File: config.mk
export PLATFORM = sky130hd
export DESIGN_NAME = gtcr_emit
export DESIGN_NICKNAME = d
export VERILOG_FILES = /design/src/sv/gtcr_pkg.sv /design/src/sv/gtcr_emit.sv
export SDC_FILE = /design/constraint.sdc
export NUM_CORES = 1
export LEC_CHECK = 0
export BUFFER_PORTS_ARGS = -buffer_cell sky130_fd_sc_hd__buf_4
export CORE_AREA = 4 4 92 129
export DETAILED_ROUTE_END_ITERATION = 16
export DIE_AREA = 0 0 96 133
export PLACE_DENSITY = 0.45
export SETUP_SLACK_MARGIN = 0.2
export SYNTH_ARGS = -nofsm -noshare
export SYNTH_HDL_FRONTEND = slang
export SYNTH_SLANG_ARGS = --single-unit
File: constraint.sdc
create_clock -name aclk -period 3 [get_ports aclk]
set_clock_uncertainty 0.05 [all_clocks]
set_input_delay 0 -clock aclk [delete_from_list [all_inputs] [get_ports aclk]]
set_output_delay 0 -clock aclk [all_outputs]
set_load 0.01 [all_outputs]
File: src/sv/gtcr_pkg.sv
package gtcr_pkg;

    localparam int COLUMNS_DEFAULT = 128;
    localparam int PAGES_DEFAULT   = 8;
    localparam int GLYPH_WIDTH     = 5;
    localparam int PAGE_W          = 3;
    localparam int GLYPH_BITS      = GLYPH_WIDTH * 8;

    localparam logic       OP_PRINT      = 1'b0;
    localparam logic       OP_SET_CURSOR = 1'b1;

    localparam logic [7:0] CHAR_NEWLINE   = 8'h0A;
    localparam logic [7:0] CHAR_FIRST     = 8'h20;
    localparam logic [7:0] CHAR_LAST      = 8'h7E;
    localparam logic [7:0] CMD_COL_ADDR   = 8'h21;
    localparam logic [7:0] CMD_PAGE_ADDR  = 8'h22;
    localparam logic [7:0] BLANK_COLUMN   = 8'h00;

    typedef struct packed {
        logic                  has_addr;
        logic                  has_glyph;
        logic [7:0]            addr_col;
        logic [PAGE_W-1:0]     addr_page;
        logic [GLYPH_BITS-1:0] glyph;
    } job_t;

    // Five columns per character, first column in the top byte.
    function automatic logic [GLYPH_BITS-1:0] glyph_bits(input logic [6:0] idx);
        logic [GLYPH_BITS-1:0] g;
        case (idx)
            7'd0:  g = 40'h0000000000;
            7'd1:  g = 40'h00002f0000;
            7'd2:  g = 40'h0007000700;
            7'd3:  g = 40'h147f147f14;
            7'd4:  g = 40'h242a7f2a12;
            7'd5:  g = 40'h2313086462;
            7'd6:  g = 40'h3649552250;
            7'd7:  g = 40'h0005030000;
            7'd8:  g = 40'h001c224100;
            7'd9:  g = 40'h0041221c00;
            7'd10: g = 40'h14083e0814;
            7'd11: g = 40'h08083e0808;
            7'd12: g = 40'h0000a06000;
            7'd13: g = 40'h0808080808;
            7'd14: g = 40'h0060600000;
            7'd15: g = 40'h2010080402;
            7'd16: g = 40'h3e5149453e;
            7'd17: g = 40'h00427f4000;
            7'd18: g = 40'h4261514946;
            7'd19: g = 40'h2141454b31;
            7'd20: g = 40'h1814127f10;
            7'd21: g = 40'h2745454539;
            7'd22: g = 40'h3c4a494930;
            7'd23: g = 40'h0171090503;
            7'd24: g = 40'h3649494936;
            7'd25: g = 40'h064949291e;
            7'd26: g = 40'h0036360000;
            7'd27: g = 40'h0056360000;
            7'd28: g = 40'h0814224100;
            7'd29: g = 40'h1414141414;
            7'd30: g = 40'h0041221408;
            7'd31: g = 40'h0201510906;
            7'd32: g = 40'h324959513e;
            7'd33: g = 40'h7c1211127c;
            7'd34: g = 40'h7f49494936;
            7'd35: g = 40'h3e41414122;
            7'd36: g = 40'h7f4141221c;
            7'd37: g = 40'h7f49494941;
            7'd38: g = 40'h7f09090901;
            7'd39: g = 40'h3e4149497a;
            7'd40: g = 40'h7f0808087f;
            7'd41: g = 40'h00417f4100;
            7'd42: g = 40'h2040413f01;
            7'd43: g = 40'h7f08142241;
            7'd44: g = 40'h7f40404040;
            7'd45: g = 40'h7f020c027f;
            7'd46: g = 40'h7f0408107f;
            7'd47: g = 40'h3e4141413e;
            7'd48: g = 40'h7f09090906;
            7'd49: g = 40'h3e4151215e;
            7'd50: g = 40'h7f09192946;
            7'd51: g = 40'h4649494931;
            7'd52: g = 40'h01017f0101;
            7'd53: g = 40'h3f4040403f;
            7'd54: g = 40'h1f2040201f;
            7'd55: g = 40'h3f4038403f;
            7'd56: g = 40'h6314081463;
            7'd57: g = 40'h0708700807;
            7'd58: g = 40'h6151494543;
            7'd59: g = 40'h007f414100;
            7'd60: g = 40'h55aa55aa55;
            7'd61: g = 40'h0041417f00;
            7'd62: g = 40'h0402010204;
            7'd63: g = 40'h4040404040;
            7'd64: g = 40'h0003050000;
            7'd65: g = 40'h2054545478;
            7'd66: g = 40'h7f48444438;
            7'd67: g = 40'h3844444420;
            7'd68: g = 40'h384444487f;
            7'd69: g = 40'h3854545418;
            7'd70: g = 40'h087e090102;
            7'd71: g = 40'h18a4a4a47c;
            7'd72: g = 40'h7f08040478;
            7'd73: g = 40'h00447d4000;
            7'd74: g = 40'h4080847d00;
            7'd75: g = 40'h7f10284400;
            7'd76: g = 40'h00417f4000;
            7'd77: g = 40'h7c04180478;
            7'd78: g = 40'h7c08040478;
            7'd79: g = 40'h3844444438;
            7'd80: g = 40'hfc24242418;
            7'd81: g = 40'h18242418fc;
            7'd82: g = 40'h7c08040408;
            7'd83: g = 40'h4854545420;
            7'd84: g = 40'h043f444020;
            7'd85: g = 40'h3c4040207c;
            7'd86: g = 40'h1c2040201c;
            7'd87: g = 40'h3c4030403c;
            7'd88: g = 40'h4428102844;
            7'd89: g = 40'h1ca0a0a07c;
            7'd90: g = 40'h4464544c44;
            7'd91: g = 40'h00107c8200;
            7'd92: g = 40'h0000ff0000;
            7'd93: g = 40'h00827c1000;
            7'd94: g = 40'h0006090906;
            default: g = 40'h0000000000;
        endcase
        return g;
    endfunction

endpackage

File: src/sv/gtcr_emit.sv
module gtcr_emit #(
    parameter int COLUMNS = gtcr_pkg::COLUMNS_DEFAULT,
    parameter int PAGES   = gtcr_pkg::PAGES_DEFAULT
) (
    input  logic           aclk,
    input  logic           aresetn,
    input  logic           job_load,
    input  gtcr_pkg::job_t job,
    output logic           take,
    output logic           m_valid,
    input  logic           m_ready,
    output logic           m_is_command,
    output logic [7:0]     m_out_byte,
    output logic           m_last
);
    import gtcr_pkg::*;

    typedef enum logic [3:0] {
        STEP_COL_CMD   = 4'd0,
        STEP_COL_START = 4'd1,
        STEP_COL_END   = 4'd2,
        STEP_PAGE_CMD  = 4'd3,
        STEP_PAGE_LOW  = 4'd4,
        STEP_PAGE_HIGH = 4'd5,
        STEP_GLYPH0    = 4'd6,
        STEP_GLYPH1    = 4'd7,
        STEP_GLYPH2    = 4'd8,
        STEP_GLYPH3    = 4'd9,
        STEP_GLYPH4    = 4'd10,
        STEP_SPACER    = 4'd11
    } step_t;

    job_t       job_reg;
    logic       busy_reg;
    step_t      step_reg;
    logic       m_valid_reg, m_is_command_reg, m_last_reg;
    logic [7:0] m_out_byte_reg;

    logic       out_load, at_last;
    logic [7:0] byte_next;

    always_comb begin
        out_load = busy_reg && (!m_valid_reg || m_ready);
        at_last  = (step_reg == STEP_SPACER) ||
                   ((step_reg == STEP_PAGE_HIGH) && !job_reg.has_glyph);
        take     = !busy_reg || (out_load && at_last);
        case (step_reg)
            STEP_COL_CMD:   byte_next = CMD_COL_ADDR;
            STEP_COL_START: byte_next = job_reg.addr_col;
            STEP_COL_END:   byte_next = 8'(COLUMNS - 1);
            STEP_PAGE_CMD:  byte_next = CMD_PAGE_ADDR;
            STEP_PAGE_LOW:  byte_next = 8'(job_reg.addr_page);
            STEP_PAGE_HIGH: byte_next = 8'(PAGES - 1);
            STEP_GLYPH0:    byte_next = job_reg.glyph[39:32];
            STEP_GLYPH1:    byte_next = job_reg.glyph[31:24];
            STEP_GLYPH2:    byte_next = job_reg.glyph[23:16];
            STEP_GLYPH3:    byte_next = job_reg.glyph[15:8];
            STEP_GLYPH4:    byte_next = job_reg.glyph[7:0];
            default:        byte_next = BLANK_COLUMN;
        endcase
    end

    always_ff @(posedge aclk) begin
        if (!aresetn) begin
            busy_reg         <= 1'b0;
            step_reg         <= STEP_COL_CMD;
            m_valid_reg      <= 1'b0;
            job_reg          <= '0;
            m_is_command_reg <= 1'b0;
            m_out_byte_reg   <= '0;
            m_last_reg       <= 1'b0;
        end else begin
            if (job_load) begin
                busy_reg <= 1'b1;
                step_reg <= job.has_addr ? STEP_COL_CMD : STEP_GLYPH0;
                job_reg  <= job;
            end else if (out_load) begin
                busy_reg <= !at_last;
                step_reg <= step_t'(step_reg + 4'd1);
            end
            if (out_load) begin
                m_valid_reg      <= 1'b1;
                m_is_command_reg <= (step_reg < STEP_GLYPH0);
                m_out_byte_reg   <= byte_next;
                m_last_reg       <= at_last;
            end else if (m_ready) begin
                m_valid_reg <= 1'b0;
            end
        end
    end

    assign m_valid      = m_valid_reg;
    assign m_is_command = m_is_command_reg;
    assign m_out_byte   = m_out_byte_reg;
    assign m_last       = m_last_reg;

    // A new job may only arrive once the previous one has handed over its final beat.
    a_load_when_free: assert property (@(posedge aclk) disable iff (!aresetn)
        job_load |-> (!busy_reg || (out_load && at_last)))
        else $error("job loaded over a job still in progress");

    a_step_range: assert property (@(posedge aclk) disable iff (!aresetn)
        busy_reg |-> (step_reg <= STEP_SPACER))
        else $error("sequencer step beyond the spacer column");

    a_cmd_only_steps: assert property (@(posedge aclk) disable iff (!aresetn)
        (busy_reg && !job_reg.has_glyph) |-> (step_reg < STEP_GLYPH0))
        else $error("address-only job reached the glyph steps");

    a_job_not_empty: assert property (@(posedge aclk) disable iff (!aresetn)
        busy_reg |-> (job_reg.has_addr || job_reg.has_glyph))
        else $error("busy with a job that produces no beats");

    a_last_frees: assert property (@(posedge aclk) disable iff (!aresetn)
        (out_load && at_last && !job_load) |=> !busy_reg)
        else $error("sequencer stayed busy after its last beat");

endmodule

=== After elaboration in Yosys (flattened, before gate mapping) ===
Index checks and enable logic that the tools add are counted.

* $add $sub $neg: 1
* $lt $le $gt $ge: 1
* Eq/ne operators: 11
* Multiplexer cells: 8
* Reductions and logical operators: 13

{| class="wikitable"
|+ Operators by type and width
! operator !! number
|-
| 8-bit case mux with 11 select lines || 1
|-
| 4-bit by 3-bit == test with 1-bit output, second input constant || 4
|-
| 4-bit == test, second input constant || 4
|-
| 4-bit by 2-bit == test with 1-bit output, second input constant || 2
|-
| 4-bit 2-to-1 mux || 2
|-
| 4-bit by 1-bit adder with 4-bit output, second input constant || 1
|-
| 4-bit by 1-bit == test with 1-bit output, second input constant || 1
|-
| 1-bit zero test || 4
|-
| 4-bit zero test || 1
|-
| 4-bit by 3-bit < comparator with 1-bit output, second input constant || 1
|-
| 1-bit 2-to-1 mux || 4
|-
| 2-bit nonzero test || 2
|-
| 1-bit logical AND || 3
|-
| 1-bit logical OR || 3
|-
| 3-bit 2-to-1 mux || 1
|}

* Flip-flop bits (word level): 68
* Bits of input ports: 57
* Output and inout port bits: 12
* Word-level logic and storage cells: 44

=== Longest topological paths before layout ===
* Depth in word-level cells: 6
* Depth in mapped cells: 9
* Gate-level depth less buffers: 6

=== Worst setup path before layout ===
Ideal clock, no wire load.

* Kind: register to register
* From: reg step_reg[0]
* To: reg m_out_byte_reg[1] (netlist: m_out_byte[1])
* Library setup time: 143 ps
* Arrival time: 1643 ps
* Data required time: 2807 ps
* Setup slack: 1164 ps
* Stages on the path, launching flop included: 9
* Path buffers: 2
* Period minus slack after synthesis: 1836 ps
* Cell sequence: dfxtp_1 > inv_1 > ha_1 > buf_6 > buf_6 > a222oi_1 > nor2_1 > a2111oi_0 > a211oi_1

* Longest elaborated chain between the ends: 2
* Elaborated cells between the ends (all ways): 12
* Those cells by class: eq/ne: 10; mux: 1; reduce/logical: 1

{| class="wikitable"
|+ Ends and longest elaborated chain
! what !! RTL line !! text
|-
| start: declaration || gtcr_emit.sv:35 || <nowiki>step_t step_reg;</nowiki>
|-
| start signal: assignment || gtcr_emit.sv:75 || <nowiki>step_reg <= job.has_addr ? STEP_COL_CMD : STEP_GLYPH0;</nowiki>
|-
| start signal: assignment || gtcr_emit.sv:79 || <nowiki>step_reg <= step_t'(step_reg + 4'd1);</nowiki>
|-
| 4-bit == test, or another cell as far along || gtcr_emit.sv:47 || <nowiki>case (step_reg)</nowiki>
|-
| 8-bit case mux with 11 select lines (*) || gtcr_emit.sv:47 ||
|-
| end signal: assignment || gtcr_emit.sv:84 || <nowiki>m_out_byte_reg <= byte_next;</nowiki>
|-
| end: declaration || gtcr_emit.sv:37 || <nowiki>logic [7:0] m_out_byte_reg;</nowiki>
|}

Mark *: on every way between the ends. The rest lies on a longest branch, timed or not.
A chain may end at the register's enable or synchronous reset.

=== Worst setup path after layout ===
* From: reg step_reg[0]
* To: reg m_out_byte_reg[4] (netlist: m_out_byte[4])

The elaborated chain is that of the path after synthesis.

==> metrics.cfg <==
[outcome]
outcome = finished, final reports clean

[routing]
detailedRoute.firstPassIterationCount = 4
detail-route-antenna-nets = 0
wl_per_cell_microns = 15.34
drt_iter0_markers = 142
route.vias.total = 2739
viasPerCell = 4.690
route.detailed.drc = 0
routed_wl_mm = 8.957

[finish]
syn_to_final_growth_pct = 42.93
fillerInstances = 1062
multi_input_area_sq_um = 1583
layout_cells_sized_above_1 = 0.2167
final-seq-area_sq_um = 1361
antenna_cells_inserted = 0
layout.core_utilization = 0.4176
finish.cell_count_without_fillers = 584
finish.net_count = 501
largest_register_ff_count = 52

[pwr]
share_comb_of_total_power = 0.153
sw_frac_of_total = 0.2441
sequentialPowerShare = 0.432
power.density_cell_area_nw_per_um2 = 515.0
maximum_ir_drop_on_the_vdd_rail_mv = 0.2615
cellLeakagePower_nw = 1.904
clock_power_share = 0.415
power.switching_mw = 0.5646
p_int_mw = 1.748

[placement]
placement.io_buffers = 68
routabilityCongestion = 0.7704
hpwl_after_dpl_mm = 6.119
pre_cts_ws_ns = 0.6228
placed_cells = 515

[synth]
synth_fa_ha_area_frac = 0.01991
synthesis.area_sq_um = 3142
post_synth_and_or_nand_nor_area_fraction = 0.1485
ys_seq_area_frac = 0.4333
synth.area.mux_share = 0.1788
synth.distinct_cells = 46
yosysWarnings = 0
yosys.area_share.xor_xnor = 0.008363
synthesis.instances = 332
synth_compound_area_frac = 0.1481
synthesis.nets = 394
combinational_family_with_the_most_area_after_synthesis = multiplexers
synth-seq-cells = 68
post_synth.cell_area_avg_sq_um = 9.463

[min_path]
hold_critical_path_endpoint = m_valid
holdCritStartpoint = m_ready
hold-path-cell-count = 3
min_path_type = primary input to flip-flop

[cts]
number_of_buffers_created_by_cts = 9
clkTransAtPathRegs_ns = 0.06
tritoncts = yes
cts.htree.levels = 3
cts_buffer_depth = 2
numClockSinks = 68
clkLatencyLatePin_ns = 0.33
clock-root-buffer = sky130_fd_sc_hd__clkbuf_16

[sta]
final_critical_path_share_of_the_clock_period = 0.7868
worstMarginPinSlew_ns = 1.109
achievable-frequency_mhz = 423.6
layout_min_cycle_time_ns = 2.361
postLayoutSetupSlackWorst_ns = 0.6395
setup_total_neg_slack_ns = 0
report.final.slew_viol_count = 0
slew_headroom = 0.2610
fin_worst_hold_slack_ns = 0.03922
grt_setup_unrepaired = no
setup_violations = 0
timing.final.hold_violations = 0

[setup_path]
path_max_fanout = 25
cp_arrival_ns = 2.47
required_ns = 3.11
critical_path.startpoint_type = flip-flop
end_kind = flip-flop
worst_r2r_startpoint = step_reg[0]
rr_endpoint = m_out_byte[4]
reg2reg_depth = 6
critical_path_type = flip-flop to flip-flop
reg2reg_slack_ns = 0.64

[die]
num_rows = 45
core_sq_um = 10750
ios = 69
die-area_sq_um = 12770
vertical_die_dimension_microns = 133
dieWidth_microns = 96
initial_core_util = 0.2921

[grt]
gr-usage-all-layers = 0.1453
grt_pass1_wl_mm = 13.95
grt_pass1_vias = 2635
grt_overflow_total = 0
number_of_antenna_violations_at_the_first_check_in_global_routing = 0
grt_max_degree = 63

[flow_run]
cap_violations = 0

-- power groups by stage --
stage / Combinational [mW] / Sequential, mW / Clock, mW
floorplan: 0.199 / 1.00 / 0
global placement: 0.299 / 1.02 / 0
detailed placement: 0.303 / 1.02 / 0
CTS: 0.360 / 0.999 / 0.989
global route: 0.389 / 1.00 / 1.03
finish: 0.355 / 0.998 / 0.960
-- layout make-up --
cell class | instances | share of cell area
inverter | 9 | 0.007523
multi-input combinational | 227 | 0.3525
tap | 141 | 0.03929
clock inverter | 2 | 0.002229
sequential | 68 | 0.3031
timing repair buffer | 124 | 0.2374
clock buffer | 13 | 0.05795
-- worst max path at each step --
stage,from,to,depth (start not counted)
6_report,step_reg[0],m_out_byte[4],6
5_1_grt,step_reg[0],m_out_byte[2],6
4_1_cts,step_reg[0],m_out_byte[4],6
3_5_place_dp,step_reg[0],m_out_byte[6],6
3_3_place_gp,step_reg[0],m_out_byte[6],6
2_1_floorplan,step_reg[0],m_out_byte[1],8
-- critical path, stage by stage (launching register included) --
cell                       delay, ns
sky130_fd_sc_hd__dfxtp_1        0.39
sky130_fd_sc_hd__inv_1          0.11
sky130_fd_sc_hd__ha_1           0.54
sky130_fd_sc_hd__nor2_1         0.32
sky130_fd_sc_hd__o22ai_4        0.12
sky130_fd_sc_hd__o311ai_4       0.52
sky130_fd_sc_hd__a211oi_1       0.14
-- through the flow --
step	cell area, sq um	total power, mW
after CTS	4491	2.347
after floorplan	3142	1.203
after global placement	3680	1.316
final	4491	2.313
after global routing	4491	2.421
after detailed placement	3680	1.320
-- kinds of logic after synthesis --
| logic type | Yosys count |
|---|---|
| xor gates and xnor gates | 3 |
| buffers and inverters | 37 |
| muxes | 56 |
| DFF | 68 |
| adders and majority gates | 5 |
| AOI/OAI and AO/OA | 58 |
| and+or+nand+nor | 105 |
-- layout by cell type, fill, tap and decap left out, drive strengths merged, types with 3 or more instances in the layout --
| cell | n |
|---|---|
| buf | 70 |
| inv | 9 |
| a21oi | 12 |
| nor3 | 5 |
| o21ai | 3 |
| nand2 | 17 |
| a22oi | 13 |
| clkbuf | 13 |
| a2111oi | 4 |
| nand2b | 3 |
| a211oi | 8 |
| nor2 | 67 |
| ha | 5 |
| mux2i | 55 |
| a221oi | 3 |
| dfxtp | 68 |
| dlygate4sd3 | 54 |
| nand3 | 6 |
-- routing by layer --
layer,routed length (microns),GRT usage,share of wire,vias up
met3,325,0.03129,0.036,11
li1,-,-,-,1389
met1,3893,0.1815,0.43,1285
met2,4593,0.2378,0.51,54
met4,144,0.05934,0.016,0
met5,0,0,0,-
-- synthesized netlist by cell type (all sizes together) --
library cell  count  area share
a222oi            2      0.0064
ha                5       0.020
nand4b            2      0.0056
a31o              1      0.0028
nand2            17       0.020
and3              1      0.0020
a2111oi           4       0.011
dfxtp            68        0.43
a2bb2oi           2      0.0056
xor2              1      0.0028
o311ai            1      0.0084
nor4              1      0.0020
inv               9       0.011
nor2             67       0.080
buf              22       0.045
clkbuf            6      0.0072
xnor2             2      0.0056
a22oi            13       0.031
a211o             1      0.0028
a221oi            3       0.012
a211oi            8       0.019
or2               1      0.0020
o2bb2ai           1      0.0028
nand3             6      0.0096
a21oi            12       0.019
nor2b             1      0.0044
nand3b            1      0.0024
mux2i            55        0.18
o32ai             2      0.0056
nand2b            3      0.0092
o221ai            2      0.0056
o21a              1      0.0024
o21ai             3      0.0048
o22ai             2      0.0084
mux2              1      0.0036
nor3              5       0.011
-- timing repair --
action,4_1_cts,5_1_grt
setup buffers,0,0
hold buffers,54,0
resized for setup,0,0
endpoints found under the hold margin,58,0
Note: power is estimated with default switching activity, not from simulation.
